File: config.mk
export PLATFORM = sky130hd
export DESIGN_NAME = pattern_chain_step_sequencer_unit
export DESIGN_NICKNAME = d
export VERILOG_FILES = /design/src/pcs_pkg.sv /design/src/pcs_ram.sv /design/src/pcs_datapath.sv /design/src/pcs_ctrl.sv /design/src/pattern_chain_step_sequencer_unit.sv
export SDC_FILE = /design/constraint.sdc
export NUM_CORES = 2
export LEC_CHECK = 0
export BUFFER_PORTS_ARGS = -buffer_cell sky130_fd_sc_hd__buf_2
export CORE_MARGIN = 4
export CORE_UTILIZATION = 42
export CTS_CLUSTER_DIAMETER = 100
export DETAILED_ROUTE_END_ITERATION = 12
export PLACE_DENSITY = 0.58
export SYNTH_ARGS = -nofsm -noshare
export SYNTH_HDL_FRONTEND = slang
export SYNTH_SLANG_ARGS = --single-unit
File: constraint.sdc
create_clock -name clk -period 9.47 [get_ports clk]
set_input_delay 0.4735 -clock clk [delete_from_list [all_inputs] [get_ports clk]]
set_output_delay 0.4735 -clock clk [all_outputs]
set_load 0.005 [all_outputs]
File: src/pcs_pkg.sv
package pcs_pkg;

  localparam int NUM_CHANNELS      = 6;
  localparam int ORDER_DEPTH       = 64;
  localparam int STEPS_PER_PATTERN = 16;
  localparam int RAM_DEPTH         = NUM_CHANNELS * ORDER_DEPTH;
  localparam int ADDR_W            = 9;
  localparam int CH_W              = 3;
  localparam int IDX_W             = 6;
  localparam int POS_W             = 7;
  localparam int STEP_W            = 8;
  localparam int PAT_W             = 8;
  localparam int BPB_W             = 5;
  localparam int TICK_W            = 7;
  localparam logic [BPB_W-1:0] BPB_RESET = 5'd4;
  localparam logic [BPB_W-1:0] BPB_MAX   = 5'd16;

  typedef enum logic [2:0] {
    OP_TICK    = 3'd0,
    OP_WRITE   = 3'd1,
    OP_PLAY    = 3'd2,
    OP_STOP    = 3'd3,
    OP_RESTART = 3'd4
  } op_t;

  typedef enum logic [3:0] {
    ST_CLEAR, ST_IDLE, ST_DISPATCH,
    ST_A_RD, ST_A_EV, ST_A_RD2, ST_A_EV2,
    ST_RW, ST_R0_EV, ST_RW_RD, ST_RW_EV, ST_A_NEXT,
    ST_EMIT_CHK, ST_E_RD, ST_E_WAIT
  } state_t;

  typedef struct packed {
    logic latch_in;
    logic clr_wr;
    logic ord_wr;
    logic play;
    logic restart;
    logic stop_emit;
    logic tick_disarm;
    logic tick_eval;
    logic rd;
    logic step_inc;
    logic set_sync;
    logic set_inactive;
    logic rw_dec;
    logic rw_found;
    logic next_chan;
    logic emit_load;
    logic tick_done;
  } cmd_t;

  typedef struct packed {
    op_t  op;
    logic clr_done;
    logic running;
    logic primed;
    logic bar;
    logic emit_now;
    logic ram_zero;
    logic step_wrap;
    logic pos_zero;
    logic last_chan;
    logic out_full;
  } status_t;

  // A tick starts a bar when its count is a multiple of four times the beats per bar.
  function automatic logic bar_start(input logic [TICK_W-1:0] t, input logic [BPB_W-1:0] bpb);
    logic hit;
    logic [9:0] prod;
    hit = 1'b0;
    for (int k = 0; k < 32; k++) begin
      prod = 10'(k) * 10'(bpb);
      if (prod == 10'(t[TICK_W-1:2])) hit = 1'b1;
    end
    return hit && (t[1:0] == 2'd0);
  endfunction

endpackage

File: src/pcs_ram.sv
module pcs_ram #(
  parameter int WIDTH = 8,
  parameter int DEPTH = 384,
  parameter int AW    = 9
) (
  input  logic             clk,
  input  logic             we,
  input  logic [AW-1:0]    waddr,
  input  logic [WIDTH-1:0] wdata,
  input  logic             re,
  input  logic [AW-1:0]    raddr,
  output logic [WIDTH-1:0] rdata
);

  logic [WIDTH-1:0] mem [DEPTH];

  always_ff @(posedge clk) begin
    if (we) mem[waddr] <= wdata;
    if (re) rdata <= mem[raddr];
  end

endmodule

File: src/pcs_datapath.sv
module pcs_datapath (
  input  logic                    clk,
  input  logic                    rst,
  input  pcs_pkg::cmd_t           cmd,
  output pcs_pkg::status_t        sts,
  input  logic                    cfg_wr_en,
  input  logic [4:0]              cfg_wr_data,
  input  logic [23:0]             s_tdata,
  input  logic [2:0]              s_tuser,
  output logic                    m_tvalid,
  input  logic                    m_tready,
  output logic [23:0]             m_tdata,
  output logic                    m_tlast
);
  import pcs_pkg::*;

  logic [BPB_W-1:0]  bpb;
  logic [BPB_W-1:0]  bpb_eff;
  logic [TICK_W-1:0] tick_count;
  logic [TICK_W-1:0] t_eff;
  logic              running, primed, bar;
  logic [STEP_W-1:0] step [NUM_CHANNELS];
  logic [POS_W-1:0]  pos [NUM_CHANNELS];
  logic [NUM_CHANNELS-1:0] active, sync;
  logic [CH_W-1:0]   cur;
  logic [ADDR_W-1:0] clr_addr;
  logic [2:0]        in_op;
  logic [CH_W-1:0]   in_ch;
  logic [IDX_W-1:0]  in_idx;
  logic [PAT_W-1:0]  in_val;
  logic              in_fs;
  logic              oob;
  logic [PAT_W-1:0]  ram_q;
  logic [PAT_W-1:0]  pattern;
  logic              we;
  logic [ADDR_W-1:0] waddr, raddr;
  logic [PAT_W-1:0]  wdata;
  logic [STEP_W-1:0] step_plus;
  logic              last_c;

  assign bpb_eff   = (bpb == '0) ? BPB_W'(1) : ((bpb > BPB_MAX) ? BPB_MAX : bpb);
  assign t_eff     = bar ? '0 : tick_count;
  assign step_plus = step[cur] + STEP_W'(1);
  assign last_c    = (cur == CH_W'(NUM_CHANNELS - 1));
  assign pattern   = oob ? '0 : ram_q;

  assign we    = cmd.clr_wr || (cmd.ord_wr && (in_ch < CH_W'(NUM_CHANNELS)));
  assign waddr = cmd.clr_wr ? clr_addr : {in_ch, in_idx};
  assign wdata = cmd.clr_wr ? '0 : in_val;
  assign raddr = {cur, pos[cur][IDX_W-1:0]};

  pcs_ram #(.WIDTH(PAT_W), .DEPTH(RAM_DEPTH), .AW(ADDR_W)) u_ram (
    .clk(clk), .we(we), .waddr(waddr), .wdata(wdata),
    .re(cmd.rd), .raddr(raddr), .rdata(ram_q)
  );

  always_comb begin
    sts.op        = op_t'(in_op);
    sts.clr_done  = (clr_addr == ADDR_W'(RAM_DEPTH - 1));
    sts.running   = running;
    sts.primed    = primed;
    sts.bar       = bar;
    sts.emit_now  = (t_eff[1:0] == 2'd0);
    sts.ram_zero  = oob || (ram_q == '0);
    sts.step_wrap = (step_plus == STEP_W'(STEPS_PER_PATTERN));
    sts.pos_zero  = (pos[cur] == '0);
    sts.last_chan = last_c;
    sts.out_full  = m_tvalid;
  end

  always_ff @(posedge clk) begin
    if (cmd.latch_in) begin
      in_op  <= s_tuser;
      in_ch  <= s_tdata[2:0];
      in_idx <= s_tdata[8:3];
      in_val <= s_tdata[16:9];
      in_fs  <= s_tdata[17];
    end
    if (cmd.rd) oob <= pos[cur][POS_W-1];
    if (cmd.tick_eval) bar <= bar_start(tick_count, bpb_eff);
    if (cmd.stop_emit) begin
      m_tdata <= {running, 23'd0};
      m_tlast <= 1'b1;
    end else if (cmd.emit_load) begin
      m_tdata <= {1'b0, active[cur], bar & sync[cur], pattern, pos[cur][IDX_W-1:0],
                  step[cur][3:0], cur};
      m_tlast <= last_c;
    end
  end

  always_ff @(posedge clk) begin
    if (rst) begin
      bpb        <= BPB_RESET;
      tick_count <= '0;
      running    <= 1'b0;
      primed     <= 1'b0;
      active     <= '0;
      sync       <= '0;
      cur        <= '0;
      clr_addr   <= '0;
      m_tvalid   <= 1'b0;
      for (int c = 0; c < NUM_CHANNELS; c++) begin
        step[c] <= '0;
        pos[c]  <= '0;
      end
    end else begin
      if (cfg_wr_en) bpb <= cfg_wr_data;
      if (cmd.clr_wr) clr_addr <= clr_addr + ADDR_W'(1);
      if (m_tvalid && m_tready) m_tvalid <= 1'b0;
      if (cmd.stop_emit || cmd.emit_load) m_tvalid <= 1'b1;
      if (cmd.stop_emit) running <= 1'b0;
      if (cmd.play && !running) begin
        for (int c = 0; c < NUM_CHANNELS; c++) begin
          if (in_fs) begin
            step[c] <= '0;
            pos[c]  <= '0;
          end else begin
            step[c] <= '1;
          end
        end
        tick_count <= '0;
        primed     <= 1'b1;
        running    <= 1'b1;
      end
      if (cmd.restart || cmd.tick_disarm) begin
        tick_count <= '0;
        primed     <= 1'b0;
      end
      if (cmd.tick_eval) begin
        sync <= '0;
        cur  <= '0;
      end
      if (cmd.step_inc) begin
        active[cur] <= 1'b1;
        if (step_plus == STEP_W'(STEPS_PER_PATTERN)) begin
          step[cur] <= '0;
          if (pos[cur] < POS_W'(ORDER_DEPTH)) pos[cur] <= pos[cur] + POS_W'(1);
        end else begin
          step[cur] <= step_plus;
        end
      end
      if (cmd.set_sync) sync[cur] <= 1'b1;
      if (cmd.set_inactive) active[cur] <= 1'b0;
      if (cmd.rw_dec) pos[cur] <= pos[cur] - POS_W'(1);
      if (cmd.rw_found) begin
        pos[cur]  <= pos[cur] + POS_W'(1);
        sync[cur] <= 1'b1;
      end
      if (cmd.next_chan) cur <= last_c ? '0 : cur + CH_W'(1);
      if (cmd.tick_done) tick_count <= t_eff + TICK_W'(1);
    end
  end

endmodule

File: src/pcs_ctrl.sv
module pcs_ctrl (
  input  logic             clk,
  input  logic             rst,
  input  logic             s_tvalid,
  output logic             s_tready,
  input  pcs_pkg::status_t sts,
  output pcs_pkg::cmd_t    cmd
);
  import pcs_pkg::*;

  state_t state, state_next;

  always_ff @(posedge clk) begin
    if (rst) state <= ST_CLEAR;
    else state <= state_next;
  end

  always_comb begin
    state_next = state;
    cmd        = '0;
    s_tready   = (state == ST_IDLE);
    case (state)
      ST_CLEAR: begin
        cmd.clr_wr = 1'b1;
        if (sts.clr_done) state_next = ST_IDLE;
      end
      ST_IDLE: begin
        if (s_tvalid) begin
          cmd.latch_in = 1'b1;
          state_next   = ST_DISPATCH;
        end
      end
      ST_DISPATCH: begin
        case (sts.op)
          OP_WRITE: begin
            cmd.ord_wr = 1'b1;
            state_next = ST_IDLE;
          end
          OP_PLAY: begin
            cmd.play   = 1'b1;
            state_next = ST_IDLE;
          end
          OP_STOP: begin
            if (!sts.out_full) begin
              cmd.stop_emit = 1'b1;
              state_next    = ST_IDLE;
            end
          end
          OP_RESTART: begin
            cmd.restart = 1'b1;
            state_next  = ST_IDLE;
          end
          OP_TICK: begin
            if (!sts.running) begin
              state_next = ST_IDLE;
            end else if (sts.primed) begin
              cmd.tick_disarm = 1'b1;
              state_next      = ST_IDLE;
            end else begin
              cmd.tick_eval = 1'b1;
              state_next    = ST_EMIT_CHK;
            end
          end
          default: state_next = ST_IDLE;
        endcase
      end
      ST_EMIT_CHK: begin
        // The bar flag is known here; a bar walks every channel first.
        if (sts.bar)
          state_next = ST_A_RD;
        else if (sts.emit_now)
          state_next = ST_E_RD;
        else begin
          cmd.tick_done = 1'b1;
          state_next    = ST_IDLE;
        end
      end
      ST_A_RD: begin
        cmd.rd     = 1'b1;
        state_next = ST_A_EV;
      end
      ST_A_EV: begin
        if (sts.ram_zero) begin
          state_next = ST_RW;
        end else begin
          cmd.step_inc = 1'b1;
          if (sts.step_wrap) begin
            state_next = ST_A_RD2;
          end else begin
            cmd.set_sync = 1'b1;
            state_next   = ST_A_NEXT;
          end
        end
      end
      ST_A_RD2: begin
        cmd.rd     = 1'b1;
        state_next = ST_A_EV2;
      end
      ST_A_EV2: begin
        if (sts.ram_zero) begin
          state_next = ST_RW;
        end else begin
          cmd.set_sync = 1'b1;
          state_next   = ST_A_NEXT;
        end
      end
      ST_RW: begin
        if (sts.pos_zero) begin
          cmd.rd     = 1'b1;
          state_next = ST_R0_EV;
        end else begin
          cmd.rw_dec = 1'b1;
          state_next = ST_RW_RD;
        end
      end
      ST_R0_EV: begin
        if (sts.ram_zero) cmd.set_inactive = 1'b1;
        else cmd.set_sync = 1'b1;
        state_next = ST_A_NEXT;
      end
      ST_RW_RD: begin
        cmd.rd     = 1'b1;
        state_next = ST_RW_EV;
      end
      ST_RW_EV: begin
        if (sts.ram_zero) begin
          cmd.rw_found = 1'b1;
          state_next   = ST_A_NEXT;
        end else begin
          state_next = ST_RW;
        end
      end
      ST_A_NEXT: begin
        cmd.next_chan = 1'b1;
        state_next    = sts.last_chan ? ST_E_RD : ST_A_RD;
      end
      ST_E_RD: begin
        cmd.rd     = 1'b1;
        state_next = ST_E_WAIT;
      end
      ST_E_WAIT: begin
        if (!sts.out_full) begin
          cmd.emit_load = 1'b1;
          cmd.next_chan = 1'b1;
          if (sts.last_chan) begin
            cmd.tick_done = 1'b1;
            state_next    = ST_IDLE;
          end else begin
            state_next = ST_E_RD;
          end
        end
      end
      default: state_next = ST_IDLE;
    endcase
  end

endmodule

File: src/pattern_chain_step_sequencer_unit.sv
// Pattern chain step sequencer for six tracker channels.
// Input words arrive on s_tvalid/s_tready; s_tuser carries the operation code
// (tick, write order entry, play, stop, restart bar) and s_tdata its arguments.
// Result words leave on m_tvalid/m_tready with m_tlast on the final word of an item.
// A stop gives one word; a tick while playing (not the first after play) whose count
// is a multiple of four gives one status word per channel; all other items give no word.
// A bar start walks every channel through the single read port of the order memory,
// stepping back over order entries when a channel rewinds. One item is worked on
// at a time.
// After reset the order memory is cleared one entry a cycle, all 384 entries, while
// s_tready is low; beats_per_bar can be written at any time via cfg_wr_en.
// When the receiver stalls, the result word is held in the output register and
// the sequencer waits until it is taken before it loads the next word.
module pattern_chain_step_sequencer_unit (
  input  logic        clk,
  input  logic        rst,
  input  logic        cfg_wr_en,
  input  logic [4:0]  cfg_wr_data,  // beats_per_bar
  input  logic        s_tvalid,
  output logic        s_tready,
  input  logic [23:0] s_tdata,      // channel[2:0], index[8:3], value[16:9],
                                    // rewind_all[17], zero fill above
  input  logic [2:0]  s_tuser,      // op
  output logic        m_tvalid,
  input  logic        m_tready,
  output logic [23:0] m_tdata,      // chan_out[2:0], step_now[6:3], position_now[12:7],
                                    // pattern_now[20:13], synced[21], active[22],
                                    // prior_play[23]
  output logic        m_tlast
);
  import pcs_pkg::*;

  cmd_t    cmd;
  status_t sts;

  // The controller sequences each item; the datapath holds all channel state.
  pcs_ctrl u_ctrl (
    .clk(clk), .rst(rst), .s_tvalid(s_tvalid), .s_tready(s_tready),
    .sts(sts), .cmd(cmd)
  );

  pcs_datapath u_dp (
    .clk(clk), .rst(rst), .cmd(cmd), .sts(sts),
    .cfg_wr_en(cfg_wr_en), .cfg_wr_data(cfg_wr_data),
    .s_tdata(s_tdata), .s_tuser(s_tuser),
    .m_tvalid(m_tvalid), .m_tready(m_tready), .m_tdata(m_tdata), .m_tlast(m_tlast)
  );

endmodule

==> results.cfg <==
[cts]
cts_sinks = 3294
clock_latency_ps = 950
numCtsBuffers = 341
cts_root_buf = clkbuf_16
cts-resized-gates = 0
hold_buffers = 33
clock_path_buffers = 4
htreeDepth = 5
clk_pin_slew_ps = 60
cts_tree = yes
cts_setup_buffers = 0

[status]
violations = max-capacitance violations, max-slew violations
status = finished, violations left

[synthesis]
synthCells = 9874
yosysSeqAreaShare_pct = 71.5
synthArstFlopShare_pct = 0
synthTopCellsByArea = edfxtp_1, nand2_1, mux2i_1, nand3_1, mux4_2
synth_commonest_cells = edfxtp_1, nand2_1, nand3_1, nor2_1, mux2i_1
synth_top_area_share_pct = 70.5
synth_edf_count = 3224
ys_seq_elements = 3294
yosysTopAreaCell = edfxtp_1
avgSynthCellArea_sq_um = 13.9
synthDistinctLibCells = 95
yosysMostFrequentCell = edfxtp_1
yosysWarnings = 0
ys.flop_type = edfxtp_1
syn_area_sq_mm = 0.137

[routing]
wl_per_cell_um = 29.5
wl_um = 428000
highest_layer = met5
dr_total_vias = 86800
dr.pass1.iters = 8
wl_met2_um = 193000
viasPerCell = 6.00
wl_met1_um = 172000
drt_iter0_drc = 11900
final_antenna_net_count = 0
route.detailed.drc = 0
dr_wl_met3_um = 46100

[sta]
maxSlewViolCount = 6
setup_viol = 0
tightest_slew_ps = 1510
fmax_ghz = 0.145
hold_viol = 0
rsz0062_at_grt = no
relSlewSlack_pct = -1.05
finalSetupTns_ps = 0
timing.hold.ws_ps = 156
fin_crit_ps = 6920
min_period_over_period_pct = 73.1
finalClockSkew_ps = 54.5

[floorplan]
die_h_um = 580
placementRows = 209
die_area_sq_mm = 0.336
core_area_sq_mm = 0.325
die_w_um = 580
start_util_pct = 42.3
ios = 64

[min_path]
min_path_type = input port to register
worstHoldPathCells = 3

[setup_path]
crit_fanout = 156
cp_data_required_time_ps = 10120
timing_worst_setup_path_type = register to register
startpoint_type = register
endpoint_kind = register
cp.arrival_ps = 7570
ff2ff_path_depth = 12

[global_routing]
grt_remaining_overflow = 0
grt_pass1_wl_um = 605000
track_usage_pct = 24.6
grt_max_degree = 199
grt_pass1_vias = 82600
antenna_found_initial = 28

[finish]
areaGrowthSynthToFinish_pct = 11.2
drive_gt1_share_pct = 9.07
num-nets-final = 10000

[power]
p_per_area_mw_per_mm2 = 198
peakVddDrop_uv = 141
p_leak_nw = 50.9

[placed_design]
dp_hpwl_um = 248000
port_buffers = 57
routabilityCongestion = 0.861

[run]
drv_cap = 2
==> worst max-delay path, cell delays in order (launching register included) <==
cell and delay, ps:
dfxtp_2 740, buf_4 530, mux2i_1 170, mux4_4 950
clkinv_16 450, buf_12 520, mux4_2 630, a22oi_1 610
nand4_1 340, a2111oi_0 700, buf_4 240, a2bb2oi_1 160
o211ai_1 100
==> registers in the layout, summed over array words and instances (netlist names), 3 cells and up, named ones only <==
signal and flops:
u_dp.m_tdata 24, u_dp.in_ch 3, u_dp.active 6, u_dp.tick_count 7, u_ctrl.state 4, u_dp.step 64, u_dp.cur 3, u_dp.bpb 5
u_dp.u_ram.mem 3072, u_dp.pos 56, u_dp.sync 6, u_dp.in_val 8, u_dp.in_idx 6, u_dp.clr_addr 9, u_dp.u_ram.rdata 8, u_dp.in_op 3
==> cell type report <==
cell class              count  area, sq um
flip-flops and latches   3294        98200
multi-input cells        5841        35600
clock inverters           194         1700
fillers                 28200       172000
inverters                 105          428
clock buffers             420         8950
repair buffers            288         2480
diodes                     15         37.5
well taps                4325         5410
==> report_power, final <==
| group | switching [W] | internal [W] |
|---|---|---|
| Combinational | 0.00103 | 0.000479 |
| Clock | 0.00566 | 0.00729 |
| Sequential | 0.0000138 | 0.0158 |
| Total | 0.00670 | 0.0236 |
==> placed cells by master, fill, tap and decap left out, types with 33 or more instances in the layout <==
| master | netlist | layout |
|---|---|---|
| nor3_1 | 58 | 56 |
| a311oi_1 | 129 | 129 |
| nand4_1 | 93 | 93 |
| ha_1 | 113 | 113 |
| a31oi_1 | 134 | 134 |
| clkinv_2 | 0 | 53 |
| xnor2_1 | 63 | 63 |
| nand2_1 | 2086 | 2067 |
| edfxtp_1 | 3224 | 3224 |
| mux2i_1 | 537 | 535 |
| o21ai_0 | 154 | 151 |
| a32oi_1 | 69 | 69 |
| o221ai_1 | 41 | 41 |
| clkbuf_16 | 0 | 346 |
| o22ai_1 | 38 | 38 |
| buf_4 | 57 | 168 |
| a221oi_1 | 61 | 61 |
| nand3_1 | 707 | 707 |
| buf_2 | 184 | 57 |
| clkbuf_1 | 243 | 73 |
| mux4_2 | 111 | 107 |
| xor2_1 | 48 | 48 |
| dlygate4sd3_1 | 0 | 33 |
| a21oi_1 | 233 | 232 |
| dfxtp_1 | 70 | 66 |
| clkinv_1 | 2 | 91 |
| inv_1 | 101 | 100 |
| nor2_1 | 566 | 553 |
| and3_1 | 121 | 121 |
==> stage by stage <==
stage / total power (W) / cells / instance area, sq um / utilization [%] / setup WS (ps)
3_5_place_dp: 0.0176 / 13800 / 142000 / 43.7 / 2660
3_3_place_gp: 0.0176 / 13800 / 142000 / 43.7 / 2590
6_report: 0.0303 / 14500 / 153000 / 47.0 / 2550
2_1_floorplan: 0.0170 / 9875 / 137000 / - / 1890
5_1_grt: 0.0311 / 14500 / 153000 / 47.0 / 2470
4_1_cts: 0.0304 / 14500 / 153000 / 47.0 / 2640
==> routing by layer <==
layer	global-route usage [%]	vias up
met2	37.8	4658
met3	5.48	792
met4	8.54	10
met5	0	-
li1	-	37200
met1	34.6	44200
==> cell families (layout without fill, tap and decap cells) <==
group	count (synthesis)	after routing	share of synthesized area, %
flip-flops	3294	3294	71.5
buffers and inverters	740	1007	2.85
multiplexers	665	665	5.90
adder cells (fa/ha/maj)	142	142	1.44
AND/OR/NAND/NOR	3806	3806	11.9
XOR/XNOR	111	111	0.708
AO/OA/AOI/OAI	1115	1115	5.68
other	1	17	0.00273
==> path summary, 6_finish.rpt <==
check	endpoint	start	slack (ps)
worst min-delay path	u_dp.clr_addr[7]$_SDFFE_PP0P_	rst	160
worst min register to register	u_dp.m_tdata[9]$_SDFFE_PP0P_	u_dp.m_tdata[9]$_SDFFE_PP0P_	450
worst max-delay path	u_dp.u_ram.rdata[4]$_DFFE_PP_	register	2550
worst max register to register	u_dp.u_ram.rdata[4]$_DFFE_PP_	register	2550
No activity file was read; power rests on OpenSTA's default activity.
